<file path="config.mk">
export PLATFORM = sky130hd
export DESIGN_NAME = tps_front_flat
export DESIGN_NICKNAME = d
export VERILOG_FILES = /design/src/tps_pkg.sv /design/src/tps_in_if.sv /design/src/tps_front.sv /design/src/flat_wrapper.sv
export SDC_FILE = /design/constraint.sdc
export NUM_CORES = 1
export LEC_CHECK = 0
export ABC_AREA = 1
export ABC_CLOCK_PERIOD_IN_PS = 3700
export CORE_AREA = 5 5 247 249
export DETAILED_ROUTE_END_ITERATION = 12
export DIE_AREA = 0 0 252 254
export DONT_BUFFER_PORTS = 1
export GPL_TIMING_DRIVEN = 0
export PLACE_DENSITY = 0.41
export SYNTH_ARGS = -nofsm -noshare
export SYNTH_HDL_FRONTEND = slang
export SYNTH_SLANG_ARGS = --single-unit
</file>
<file path="constraint.sdc">
create_clock -name vclk -period 3.7
set_input_delay 0.185 -clock vclk [all_inputs]
set_output_delay 0.185 -clock vclk [all_outputs]
set_load 0.02 [all_outputs]
</file>
<file path="src/tps_pkg.sv">
// Shared types, constants and helpers for the triangle plane splitter.
package tps_pkg;

  typedef logic signed [31:0] coord_t;
  typedef coord_t [2:0] vec_t;

  localparam logic [1:0] AXIS_Z = 2'd2;
  localparam logic [1:0] AXIS_BAD = 2'd3;

  typedef struct packed {
    vec_t       a;
    vec_t       b;
    vec_t       c;
    logic [1:0] ax;
    coord_t     plane;
    logic       split;
    logic       cpos;
  } job_t;

  typedef struct packed {
    logic full;
    logic empty;
  } q_stat_t;

  typedef enum logic [2:0] {
    BK_IDLE,
    BK_MUL,
    BK_DIV,
    BK_FIN,
    BK_EMIT
  } bk_state_t;

  function automatic logic [32:0] ext33(input coord_t v);
    ext33 = {v[31], v};
  endfunction

  function automatic logic [31:0] mag33(input logic [32:0] d);
    logic [32:0] n;
    n = -d;
    mag33 = d[32] ? n[31:0] : d[31:0];
  endfunction

endpackage

</file>
<file path="src/tps_in_if.sv">
// Input channel carrying one triangle, its split axis and plane coordinate.
interface tps_in_if;
  logic               valid;
  logic               ready;
  logic signed [31:0] vert_a_x;
  logic signed [31:0] vert_a_y;
  logic signed [31:0] vert_a_z;
  logic signed [31:0] vert_b_x;
  logic signed [31:0] vert_b_y;
  logic signed [31:0] vert_b_z;
  logic signed [31:0] vert_c_x;
  logic signed [31:0] vert_c_y;
  logic signed [31:0] vert_c_z;
  logic [1:0]         split_axis;
  logic signed [31:0] plane_coord;

  modport source(output valid, vert_a_x, vert_a_y, vert_a_z, vert_b_x, vert_b_y, vert_b_z,
                 vert_c_x, vert_c_y, vert_c_z, split_axis, plane_coord, input ready);
  modport sink(input valid, vert_a_x, vert_a_y, vert_a_z, vert_b_x, vert_b_y, vert_b_z,
               vert_c_x, vert_c_y, vert_c_z, split_axis, plane_coord, output ready);
endinterface

</file>
<file path="src/tps_front.sv">
// Front end: accepts triangles, classifies vertex sides and orders the vertices.
module tps_front import tps_pkg::*; (
  tps_in_if.sink   in_ch,
  input  logic     q_full,
  output logic     push,
  output job_t     job
);

  vec_t       v0, v1, v2;
  logic [1:0] ax;
  logic       s0, s1, s2;

  assign v0 = {in_ch.vert_a_z, in_ch.vert_a_y, in_ch.vert_a_x};
  assign v1 = {in_ch.vert_b_z, in_ch.vert_b_y, in_ch.vert_b_x};
  assign v2 = {in_ch.vert_c_z, in_ch.vert_c_y, in_ch.vert_c_x};
  assign ax = (in_ch.split_axis == AXIS_BAD) ? AXIS_Z : in_ch.split_axis;

  assign s0 = $signed(v0[ax]) >= $signed(in_ch.plane_coord);
  assign s1 = $signed(v1[ax]) >= $signed(in_ch.plane_coord);
  assign s2 = $signed(v2[ax]) >= $signed(in_ch.plane_coord);

  assign in_ch.ready = !q_full;
  assign push        = in_ch.valid && !q_full;

  always_comb begin
    job.ax    = ax;
    job.plane = in_ch.plane_coord;
    job.split = !((s0 == s1) && (s1 == s2));
    if (s0 == s1) begin
      job.a = v0;
      job.b = v1;
      job.c = v2;
      job.cpos = s2;
    end else if (s1 == s2) begin
      job.a = v1;
      job.b = v2;
      job.c = v0;
      job.cpos = s0;
    end else begin
      job.a = v0;
      job.b = v2;
      job.c = v1;
      job.cpos = s1;
    end
  end

endmodule

</file>
<file path="src/flat_wrapper.sv">
// flat-port wrapper written by rule: the top's interface ports become plain ports
module tps_front_flat import tps_pkg::*;
  (q_full, push, job, in_ch_valid, in_ch_vert_a_x, in_ch_vert_a_y, in_ch_vert_a_z, in_ch_vert_b_x, in_ch_vert_b_y, in_ch_vert_b_z, in_ch_vert_c_x, in_ch_vert_c_y, in_ch_vert_c_z, in_ch_split_axis, in_ch_plane_coord, in_ch_ready);
  tps_in_if in_ch_i ();
  input  logic q_full;
  output logic push;
  output job_t job;
  input wire logic [$bits(in_ch_i.valid)-1:0] in_ch_valid;
  input wire logic [$bits(in_ch_i.vert_a_x)-1:0] in_ch_vert_a_x;
  input wire logic [$bits(in_ch_i.vert_a_y)-1:0] in_ch_vert_a_y;
  input wire logic [$bits(in_ch_i.vert_a_z)-1:0] in_ch_vert_a_z;
  input wire logic [$bits(in_ch_i.vert_b_x)-1:0] in_ch_vert_b_x;
  input wire logic [$bits(in_ch_i.vert_b_y)-1:0] in_ch_vert_b_y;
  input wire logic [$bits(in_ch_i.vert_b_z)-1:0] in_ch_vert_b_z;
  input wire logic [$bits(in_ch_i.vert_c_x)-1:0] in_ch_vert_c_x;
  input wire logic [$bits(in_ch_i.vert_c_y)-1:0] in_ch_vert_c_y;
  input wire logic [$bits(in_ch_i.vert_c_z)-1:0] in_ch_vert_c_z;
  input wire logic [$bits(in_ch_i.split_axis)-1:0] in_ch_split_axis;
  input wire logic [$bits(in_ch_i.plane_coord)-1:0] in_ch_plane_coord;
  output wire logic [$bits(in_ch_i.ready)-1:0] in_ch_ready;
  assign in_ch_i.valid = in_ch_valid;
  assign in_ch_i.vert_a_x = in_ch_vert_a_x;
  assign in_ch_i.vert_a_y = in_ch_vert_a_y;
  assign in_ch_i.vert_a_z = in_ch_vert_a_z;
  assign in_ch_i.vert_b_x = in_ch_vert_b_x;
  assign in_ch_i.vert_b_y = in_ch_vert_b_y;
  assign in_ch_i.vert_b_z = in_ch_vert_b_z;
  assign in_ch_i.vert_c_x = in_ch_vert_c_x;
  assign in_ch_i.vert_c_y = in_ch_vert_c_y;
  assign in_ch_i.vert_c_z = in_ch_vert_c_z;
  assign in_ch_i.split_axis = in_ch_split_axis;
  assign in_ch_i.plane_coord = in_ch_plane_coord;
  assign in_ch_ready = in_ch_i.ready;
  tps_front u_core (.in_ch(in_ch_i), .q_full(q_full), .push(push), .job(job));
endmodule
</file>
Word level (Yosys, flattened, before mapping)

Cells that the tools add are included.

Input bits: 324
Output and inout bits: 326
Register bits after elaboration: 0
Word-level logic and storage cells: 22

Equality and inequality tests: 3
Reduce and logical (&&, ||, !) cells: 4
Muxes and demuxes: 11
Order comparisons: 4

Operators with widths:

| operator                                                    | number |
|---|---|
| two-way mux 288 bit                                         | 2 |
| binary-select mux 32 bit (select 2 bit)                     | 3 |
| greater-or-equal comparator 32 bit                          | 3 |
| two-way mux 32 bit                                          | 3 |
| less-than comparator 2 x 3 -> 1 bit (second input constant) | 1 |
| equality test 1 bit                                         | 2 |
| equality test 2 bit (second input constant)                 | 1 |
| logical AND 1 bit                                           | 2 |
| zero test 1 bit                                             | 2 |
| two-way mux 1 bit                                           | 2 |
| two-way mux 2 bit                                           | 1 |

Depth between registers and ports, before layout

Gate-level depths: netlist of run 1.

Depth after elaboration: 8
Mapped depth: 29
Depth with buffers taken out: 24

Worst setup path before layout of run 1

Ideal clock, no wire load.

Path type: input to output
From: in in_ch_split_axis[0]
To: out job[304] (netlist name)
Stages on the path: 24
Buffers on the path: 6
Data required time: 3.515 ns
Data arrival time: 3.268 ns
Setup slack: 0.247 ns
Cell sequence: clkbuf_1 > inv_1 > clkbuf_1 > clkbuf_1 > clkbuf_1 > nand2_1 > a21oi_1 > ha_1 > nand2_1 > inv_1 > nor2_1 > o21a_1 > nand2_1 > a21oi_1 > nand2_1 > nand2_1 > nand2_1 > nor2_1 > nand2_2 > nand2_4 > buf_6 > buf_2 > nand3_1 > nand2_1

RTL lines:

| item        | RTL line           | RTL |
|---|---|---|
| from (decl) | flat_wrapper.sv:18 | `input wire logic [$bits(in_ch_i.split_axis)-1:0] in_ch_split_axis;` |
| to (decl)   | flat_wrapper.sv:7  | `output job_t job;` |

==> results of run 1 <==
worst paths after layout:
path,endpoint,slack [ps],cells past startpoint
setup / recovery,job[285],-90,27
hold / removal,in_ch_ready,450,1
routing by layer:
| layer | vias up | share of wire [%] | GRT usage, % |
|---|---|---|---|
| li1 | 6810 | - | - |
| met4 | 0 | 4.2 | 9.86 |
| met1 | 7431 | 40 | 34.9 |
| met3 | 191 | 9.1 | 5.74 |
| met5 | - | 0 | 0 |
| met2 | 1091 | 47 | 46.1 |
per-stage QoR:
stage | std cells | setup TNS, ps | hold WS [ps] | util (%)
2_1_floorplan | 2053 | 0 | 447 | -
3_3_place_gp | 2826 | -863530 | 452 | 18.7
3_5_place_dp | 2826 | -869900 | 454 | 18.7
4_1_cts | 2865 | -14930 | 454 | 24.4
5_1_grt | 2885 | -42150 | 457 | 26.0
6_report | 2885 | -4640 | 453 | 26.0
synthesized netlist by cell type, drive strengths merged:
library cell	n
a21oi	229
and3	1
nand4	8
nand3b	3
xor2	1
nor2	63
ha	96
nand3	394
o21ai	169
a21o	2
inv	257
nand2	630
nor3b	1
o21bai	2
nor4	2
nor3	4
clkbuf	63
o21a	4
buf	124
final cells by class:
type,instances,area (µm²)
Timing Repair Buffer,59,836
Buffer,184,2400
Fill cell,6788,43300
Antenna cell,1,2.50
Multi-Input combinational cell,1611,9990
Tap cell,773,967
Inverter,257,983
cell families after synthesis:
group	after synthesis	share of synthesized area, %
adders and majority gates	96	12.1
and+or+nand+nor	1106	47.6
AOI/OAI and AO/OA	406	20.6
buffers and inverters	444	19.6
xor gates and xnor gates	1	0.0881
what timing repair did:
item,4_1_cts,5_1_grt
gates cloned,8,10
gates resized for setup,838,163
setup buffers,31,13
endpoints found under the setup margin,290,290
pin swaps,77,104
power groups by stage:
stage	sequential, mW	combinational (mW)	clock [mW]
floorplan	0	4.12	0
detailed placement	0	6.43	0
global placement	0	6.43	0
CTS	0	8.29	0
finish	0	8.97	0.000000172
global route	0	9.29	0.000000164
==> out/results.txt, run 1 <==
For the sequential area share after synthesis, the log shows 0%. After floorplanning, the core was sized to cover 58500 µm². Most common library cell in the layout ignoring fill and taps: sky130_fd_sc_hd__nand2_1. The class of the most critical hold timing path is in -> out. Data on the critical path is required at its endpoint by 3510 ps. The largest single stage delay on the critical path is 310 ps. The first global-routing pass estimated 125000 µm of wire. The logs give 7.64 nW for the leakage power total and 89 for the standard-cell row count.

In this run, flip-flops and latches consume 0% of the power. Number of flip-flops and latches: 0. Together, buffers and inverters on the worst path number 8.

The sequential cells in the finished layout cover a total of 0 µm². The kind of cell adding the most delay to the critical path was simple AND/OR/NAND/NOR gates. The startpoint identified for the worst hold timing path is q_full. Max-cap violations in this run came to 0. The logs give 27.5% for the overall routing resource usage and 64000 µm² for the area of the die. The design draws 8.97 mW. The cell area after synthesis was 9950 µm²; the number of nets with antenna violations after detailed routing was 0.

For the effective utilization at floorplan, the log shows 17.0%. In this run the power spent charging and discharging nets is 6.23 mW. The logs give 96900 µm for the total wirelength of the detailed-routed design and 0% for the share of power burned in the clock network.

The horizontal extent of the die is 252 µm, and the HPWL reported at the end of detailed placement is 73600 µm. The number of distinct library cells after synthesis came out at 28. Via count of the first global-routing pass: 15004. Combinational cells account for 100.0% of the total power.

The detailed-route wire length per cell was 33.6 µm; the final global-route overflow total was 0. The final reports fail on negative setup slack. In the routed design, unresolved DRC markers number 0. Net switching is 69.5% of the power. The run gives 2473 as the post-synthesis net count.

Summing all placed instances gives a cell area of 10900 µm². Yosys printed 0 warnings. The worst-case setup margin in the final layout was -90.3 ps. Ranked by total cell area, the synthesized netlist is headed by sky130_fd_sc_hd__nand2_1, sky130_fd_sc_hd__nand3_1, sky130_fd_sc_hd__ha_1. The post-route clock period utilization is 102%, and the max-slew headroom at the worst pin is 47.4%. Counting every instance in the synthesized netlist gives 2053. The chip height was 254 µm; the arrival time of the worst setup path was 3610 ps. The largest area contributor in the netlist is sky130_fd_sc_hd__nand2_1.

Total number of nets in the final design: 2533. During placement, the flow inserted port buffers numbering 0. The number of top-level design ports is 650.

In this run, the number of DRC markers left after iteration 0 of detailed routing was 1580. Setup repair after global routing could not meet its margin everywhere. After detailed routing, the number of vias per cell comes to 5.38. Across all layers, the routed design uses 15523 vias.

The logs give 146 for the number of failing setup endpoints in the final timing report and 0 for the count of hold buffers inserted by post-cts repair. The maximum number of pins on one net before global-route repair came out at 12. Pin slew with the least headroom to its limit: 789 ps. The worst setup path is captured at an output port. The post-route netlist has 33.0% of its cells at a drive strength greater than 1. The initial antenna violation count is 2. Kind of start point of the critical path: an input port. For this design the ratio of total power to cell area is 591 nW/µm². From synthesis to final layout, the design area changed by 52.6%. The slowest stage of the critical path is the sky130_fd_sc_hd__ha_1 cell. In this run the biggest area consumer among cell types represents 23.5% of the synthesized area.

The final count of hold timing violations is 0, and the minimum setup slack after placement is -3610 ps. The internal power is 2.74 mW, and the total count of max-transition violations in the final report is 0. Timing would allow up to 0.264 GHz.

After routing the design area is 15200 µm². In the layout the commonest cells are sky130_fd_sc_hd__nand2_1, sky130_fd_sc_hd__nand3_1, sky130_fd_sc_hd__inv_1. The smallest clock period supported by the final layout is computed as 3790 ps.

At the end of routability-driven placement, the weighted congestion stood at 0.919. The pre-antenna-repair detailed-routing pass consisted of 5 iterations. The maximum fanout along the worst path works out to 10.

Counting the clock-network buffers in the layout gives 0. Dividing the synthesized area by the synthesized cell count gives 4.85 µm². The tools report the maximum VDD drop as 0.000218 V. Class of the most critical setup path: in -> out. The flow ran to the end, but the final reports show violations.

In this run the worst setup path begins at in_ch_split_axis[1].
(Power assumes the default switching activity.)
==> run 2: changes to the inputs <==
- ABC_AREA: 1 -> unset
- CORE_AREA: 5 5 247 249 -> 5 5 252 254
- DIE_AREA: 0 0 252 254 -> 0 0 257 259
- PLACE_DENSITY: 0.41 -> 0.38
- TNS_END_PERCENT: unset -> 5
==> run 2 against run 1 <==
The run still ends with negative setup slack left. Maximum frequency down 21%. Synthesized cell count decreased by 33%. Final area is 15% lower. Combinational power fell by 29%. First-iteration DRC count decreased by 11%. Largest power group unchanged. Critical endpoint is now job[52]. Critical path depth shrank 11.
==> out/results.txt, run 2 <==
The post-route netlist has 29.4% of its cells at a drive strength greater than 1. The final count of hold timing violations came out at 0. The logs give 0 for the total of clock buffers placed in the layout and 10500 µm² for the placed instance area. Measured against its own limit, the worst slew margin works out to 29.8%. For this block, the initial DRC count from the detailed router was 1411. For this run, design rule violations remaining after detail routing come to 0. The share of synthesized cell area in full adder, half adder and majority cells works out to 13.8%. The count of buffers from port buffering was 0; the total routed wire length on the met1 layer was 31400 µm. For the critical path data required time, the log shows 3510 ps. STA puts the critical path data arrival time at 4630 ps.

The tools report the global-route wire length before repair as 103000 µm. By area the synthesized netlist is led by sky130_fd_sc_hd__mux2i_1, sky130_fd_sc_hd__inv_1, sky130_fd_sc_hd__ha_1. Entering global routing, the biggest net connects 11 pins. The total length of routed met3 wires was 5460 µm. The compound-cell area share of the yosys netlist works out to 27.4%. Timing would allow up to 0.208 GHz. The overall routing resource usage came out at 21.6%.

The synthesized netlist occupies a cell area of 8720 µm². Setup violations remaining at the end of the flow were counted as 290. The run gives 12188 as the via count of the first global-routing pass. The fraction of synthesized cell area in xor and xnor cells was 0.201%; the standard-cell row count was 91. After floorplanning, the core was sized to cover 61000 µm². Relative area change from synthesis to final layout: 48.8%. The run finished, with violations left. The mean cell area of the mapped netlist is 6.30 µm², and the worst hold path stage count is 1. The run gives 0 as the synthesis warning total. Routability-driven placement finished with a final weighted congestion of 0.846. STA classifies the critical path endpoint as an output port.

The class of the most critical setup path is in -> out. The leakage power total came out at 6.21 nW. The post-route clock period utilization is 130%, and the post-synthesis net count is 1805. The length of the first detailed-routing pass in iterations is 9, and the detailed-route wire length per cell is 35.4 µm. The most repeated cell in the gate-level netlist after synthesis was sky130_fd_sc_hd__inv_1.

The tools report the end-of-flow core utilization as 21.3%. For this block, the routed nets add up to 78800 µm of wire. The number of maximum-capacitance violations is 0.

The cell count after synthesis came out at 1385. Setup repair after global routing could not meet its margin everywhere. The power consumption was 6.34 mW; the maximum VDD drop was 0.000151 V. The count of hold buffers inserted by post-cts repair is 0.

Largest area contributor in the netlist: sky130_fd_sc_hd__mux2i_1. For the pin with the worst max-slew slack, the measured transition is 1050 ps. The number of nets with antenna violations after detailed routing is 0, and the minimum setup slack after placement is -3810 ps. The class of the most critical hold timing path was in -> out. Initial antenna violation count: 1.

Detailed placement ended at an HPWL of 64100 µm. The chip height is 259 µm, and the final global-route overflow total is 0. After detailed routing, the number of vias per cell comes to 5.28. In the layout the commonest cells are sky130_fd_sc_hd__inv_1, sky130_fd_sc_hd__nand2_1, sky130_fd_sc_hd__nand3_1. The design has 0 sequential cells.

The worst-case setup margin in the final layout is -1110 ps, and the horizontal extent of the die is 257 µm. The areal power density over the cells was 489 nW/µm². After synthesis, the largest family of logic cells by area is compound AO/OA/AOI/OAI gates. Mux share of post-synthesis cell area: 22.7%. After layout, the minimum clock period comes to 4810 ps.

Hold slack: 451 ps. During I/O placement, the number of pins put on the boundary was 650. After synthesis, the netlist uses 32 different library cells.

The tools report the total count of max-transition violations in the final report as 0. The kind of start point of the critical path is an input port. Of the synthesized area, sequential elements account for 0%. In this run the worst path has a maximum fanout of 10.

The checks that failed: negative setup slack. The detailed router placed 11775 vias in this run. The run gives 40000 µm as the routed length on met2. Routed signal wires occupy layers up through met4. Most common library cell in the layout ignoring fill and taps: sky130_fd_sc_hd__inv_1. The final layout contains 1859 nets. The final standard cell area without fillers was 13000 µm². In this run the biggest area consumer among cell types represents 22.6% of the synthesized area. The initial utilization of the core area, before any placement, comes to 14.3%.

The commonest cells after synthesis are sky130_fd_sc_hd__inv_1, sky130_fd_sc_hd__o21ai_0, sky130_fd_sc_hd__mux2i_1, sky130_fd_sc_hd__nand2_1, sky130_fd_sc_hd__nand3_1. In the final layout, flip-flops and latches occupy 0 µm². Of the total synthesized cell area, the portion taken by AND, OR, NAND and NOR gates is 14.0%. The area of the die came out at 66600 µm².
-- run 2: cell families (layout without fill, tap and decap cells) --
logic type	count (synthesis)	in the layout
XOR/XNOR	2	2
adder cells (fa/ha/maj)	96	96
AND/OR/NAND/NOR	265	265
other	0	2
multiplexers	198	198
AO/OA/AOI/OAI	364	364
buffers and inverters	460	512
-- run 2: worst paths after layout --
path           startpoint     endpoint  slack [ps]
max   in_ch_split_axis[1]      job[52]       -1110
min                q_full  in_ch_ready         450
-- run 2: what timing repair did --
item	CTS	global route
pin swaps	62	41
gates resized for setup	370	248
setup endpoints to repair	290	290
cloned	1	1
setup buffers	37	15
-- run 2: cell type report --
type	instances	area, µm²
Timing Repair Buffer	55	495
Multi-Input combinational cell	925	8660
Buffer	136	1620
Fill cell	6899	48100
Tap cell	790	988
Inverter	321	1200
Antenna cell	2	5.00
-- run 2: worst max-delay path: stages --
cell and delay [ps]:
sky130_fd_sc_hd__clkbuf_8 190, sky130_fd_sc_hd__clkbuf_16 190, sky130_fd_sc_hd__clkbuf_16 190, sky130_fd_sc_hd__nand2_1 60, sky130_fd_sc_hd__o21ai_1 170, sky130_fd_sc_hd__ha_1 310, sky130_fd_sc_hd__a21oi_1 170, sky130_fd_sc_hd__nand2_1 80
sky130_fd_sc_hd__a21o_1 230, sky130_fd_sc_hd__o41ai_4 540, sky130_fd_sc_hd__o2111ai_2 200, sky130_fd_sc_hd__mux2i_2 350, sky130_fd_sc_hd__nand2b_4 270, sky130_fd_sc_hd__mux2i_4 150, sky130_fd_sc_hd__clkbuf_8 220, sky130_fd_sc_hd__a222oi_1 1070
-- run 2: power by group --
part	internal (mW)	total, mW	switching [mW]
Clock	0.00000000470	0.00000000472	0
Combinational	2.02	6.34	4.32
Sequential	0	0	0
-- run 2: per-stage QoR --
step | std cells | TNS (ps)
global placement | 2175 | -906100
global route | 2227 | -245510
detailed placement | 2176 | -879880
CTS | 2213 | -210480
floorplan | 1385 | -10370
finish | 2229 | -214450
-- run 2: routing by layer --
layer / GRT usage, % / vias up
met5: 0 / -
met4: 4.35 / 0
met3: 3.72 / 115
met2: 40.3 / 789
met1: 26.2 / 5873
li1: - / 4998
==> run 3: changes to the inputs <==
- CORE_AREA: 5 5 252 254 -> 5 5 248 250
- DIE_AREA: 0 0 257 259 -> 0 0 253 255
==> run 3 against run 2 <==
The flow still finishes with violations (negative setup slack). First-iteration DRC count is 16% higher. Total power is 1.6% higher. Combinational power increased by 2%. Die area down 3.1%. Setup slack worse by 130 ps. Count of clock-buffer cells in the layout unchanged. Largest power group unchanged.
==> out/results.txt, run 3 (synthesized netlist as in run 2, its figures left out) <==
In the finished design the tool counted flip-flops and latches totalling 0. The run gives 290 as the number of failing setup endpoints in the final timing report. Setup repair after global routing could not meet its margin everywhere. For this run, design rule violations remaining after detail routing come to 0. The largest single stage delay on the critical path is 1320 ps. The initial antenna violation count was 1. In this run the core area contains 89 standard-cell rows. Starting DRC count in detailed routing: 1633.

The worst setup path is launched from an input port. The smallest clock period supported by the final layout is computed as 4950 ps. Among the stages of the critical path, the cell type that occurs most often is sky130_fd_sc_hd__clkbuf_16. The tools report the end-of-flow core utilization as 22.2%. The critical path goes through clkbuf_16 -> clkbuf_16 -> buf_16 -> mux2i_2 -> o21ai_2 -> ha_1 -> nor2b_1 -> o211ai_1 -> a21boi_4 -> o41ai_4 -> o2111ai_2 -> mux2i_2 -> nand2b_4 -> mux2i_4 -> clkbuf_16 -> a222oi_1. Once the floorplan was initialized, standard cells occupied 14.8% of the core. The areal power density over the cells was 494 nW/µm²; the length of the first detailed-routing pass in iterations was 10. The run gives 103000 µm as the global-route wire length before repair.

The logs give 0 for the count of hold buffers inserted by post-cts repair and 11 for the maximum number of pins on one net before global-route repair. At the pin with the least slew margin, the transition time is 1610 ps. Headroom to the max-slew limit came out at 24.4%. The chip height is 255 µm. Highest clock rate: 0.202 GHz. The count of buffers from port buffering was 0. Class of the most critical setup path: in -> out.

Via count of the first global-routing pass: 12111. Dividing the detail-routed via count by the number of cells gives 5.29. Data on the critical path is required at its endpoint by 3510 ps. The tools report the overall routing resource usage as 22.5%. Once placement finished, the instance area stood at 10500 µm². The final count of hold timing violations was 0.

Most common library cell in the layout ignoring fill and taps: sky130_fd_sc_hd__inv_1. Clock buffers in the final layout number 0. On the critical path, the stage with the largest delay is an instance of sky130_fd_sc_hd__a222oi_1. At the end of routability-driven placement, the weighted congestion stood at 0.871. The core area was 58800 µm²; the leakage power total was 6.28 nW.

Leaving out fill and tap cells, the most frequent cells in the layout are sky130_fd_sc_hd__inv_1, sky130_fd_sc_hd__nand2_1, sky130_fd_sc_hd__nand3_1. The number of buffer and inverter stages on the critical path was 4. The HPWL reported at the end of detailed placement is 63700 µm.

The run gives 1874 as the total number of nets in the final design. After routing the design area is 13000 µm². The floorplan step defined a die boundary enclosing 64500 µm².

The logs give -1250 ps for the worst-case setup margin in the final layout and 79300 µm for the total wirelength of the detailed-routed design. The detailed-route wire length per cell is 35.6 µm, and the fraction of final layout cells sized beyond drive strength 1 is 30.8%. The sequential standard cell area was 0 µm²; the post-route clock period utilization was 134%. The area growth from synthesis to layout is 49.4%. The number of maximum-capacitance violations came out at 0. 0 antenna diodes ended up in the layout. The final reports fail on negative setup slack. Data on the critical path arrives at its endpoint at 4760 ps. The routed layout has 11765 vias. The tools report the number of top-level design ports as 650.

For the maximum VDD drop, the log shows 0.000178 V. The element type at the critical path end is an output port. Summed over all failing endpoints, the final setup total negative slack is -227900 ps. Grouping stages by cell kind, the critical path spends the most delay in compound AO/OA/AOI/OAI gates. The run gives 0 as the total count of max-transition violations in the final report.

The horizontal extent of the die was 253 µm; the maximum fanout along the worst path was 8. The number of nets with antenna violations after detailed routing is 0, and the fill cell instance count of the final layout is 6626. The run finished, with violations left.

After global routing the overflow that remains totals 0. In this run the worst hold path is classified as in -> out.
## run 3: changes by cell type in the layout (fill, tap and decap cells not counted), sizes merged
cell,previous run,this run
diode,2,0
buf,139,147
clkbuf,52,59
## run 3: report_power, final
| part | leakage (nW) | switching (mW) | total (mW) | internal (mW) |
|---|---|---|---|---|
| Combinational | 6.28 | 4.34 | 6.44 | 2.10 |
| Sequential | 0 | 0 | 0 | 0 |
| Clock | 0 | 0 | 0 | 0 |
| Total | 6.28 | 4.34 | 6.44 | 2.10 |
## run 3: area by class of cell
class	count	area (µm²)	share of cell area, %
Buffer	132	1490	11.4
Inverter	321	1200	9.25
Multi-Input combinational cell	925	8570	65.8
Tap cell	773	967	7.42
Timing Repair Buffer	74	800	6.14
## run 3: per-layer routing
metal	track usage [%]	wire [µm]
met4	5.98	2290
met5	0	0
met3	4.93	6590
met2	40.3	39400
met1	27.2	30900
## run 3: worst paths after layout
path / from / endpoint / slack [ps] / depth (start not counted)
hold / removal: q_full / push / 450 / 1
setup / recovery: in_ch_split_axis[0] / job[72] / -1250 / 16
## run 3: stage by stage
step	setup slack, ps	std cells	hold slack (ps)	power (mW)
6_report	-1250	2225	451	6.44
5_1_grt	-1380	2225	453	6.64
4_1_cts	-1180	2198	452	6.03
3_5_place_dp	-4000	2158	452	5.10
3_3_place_gp	-3980	2158	453	5.08
2_1_floorplan	-78.3	1385	447	3.49
## run 3: timing repair
action                     4_1_cts  5_1_grt
gates resized for setup        452      130
setup buffers                   39       30
setup endpoints to repair      290      290
pin swaps                       59       54
cloned                           3        2
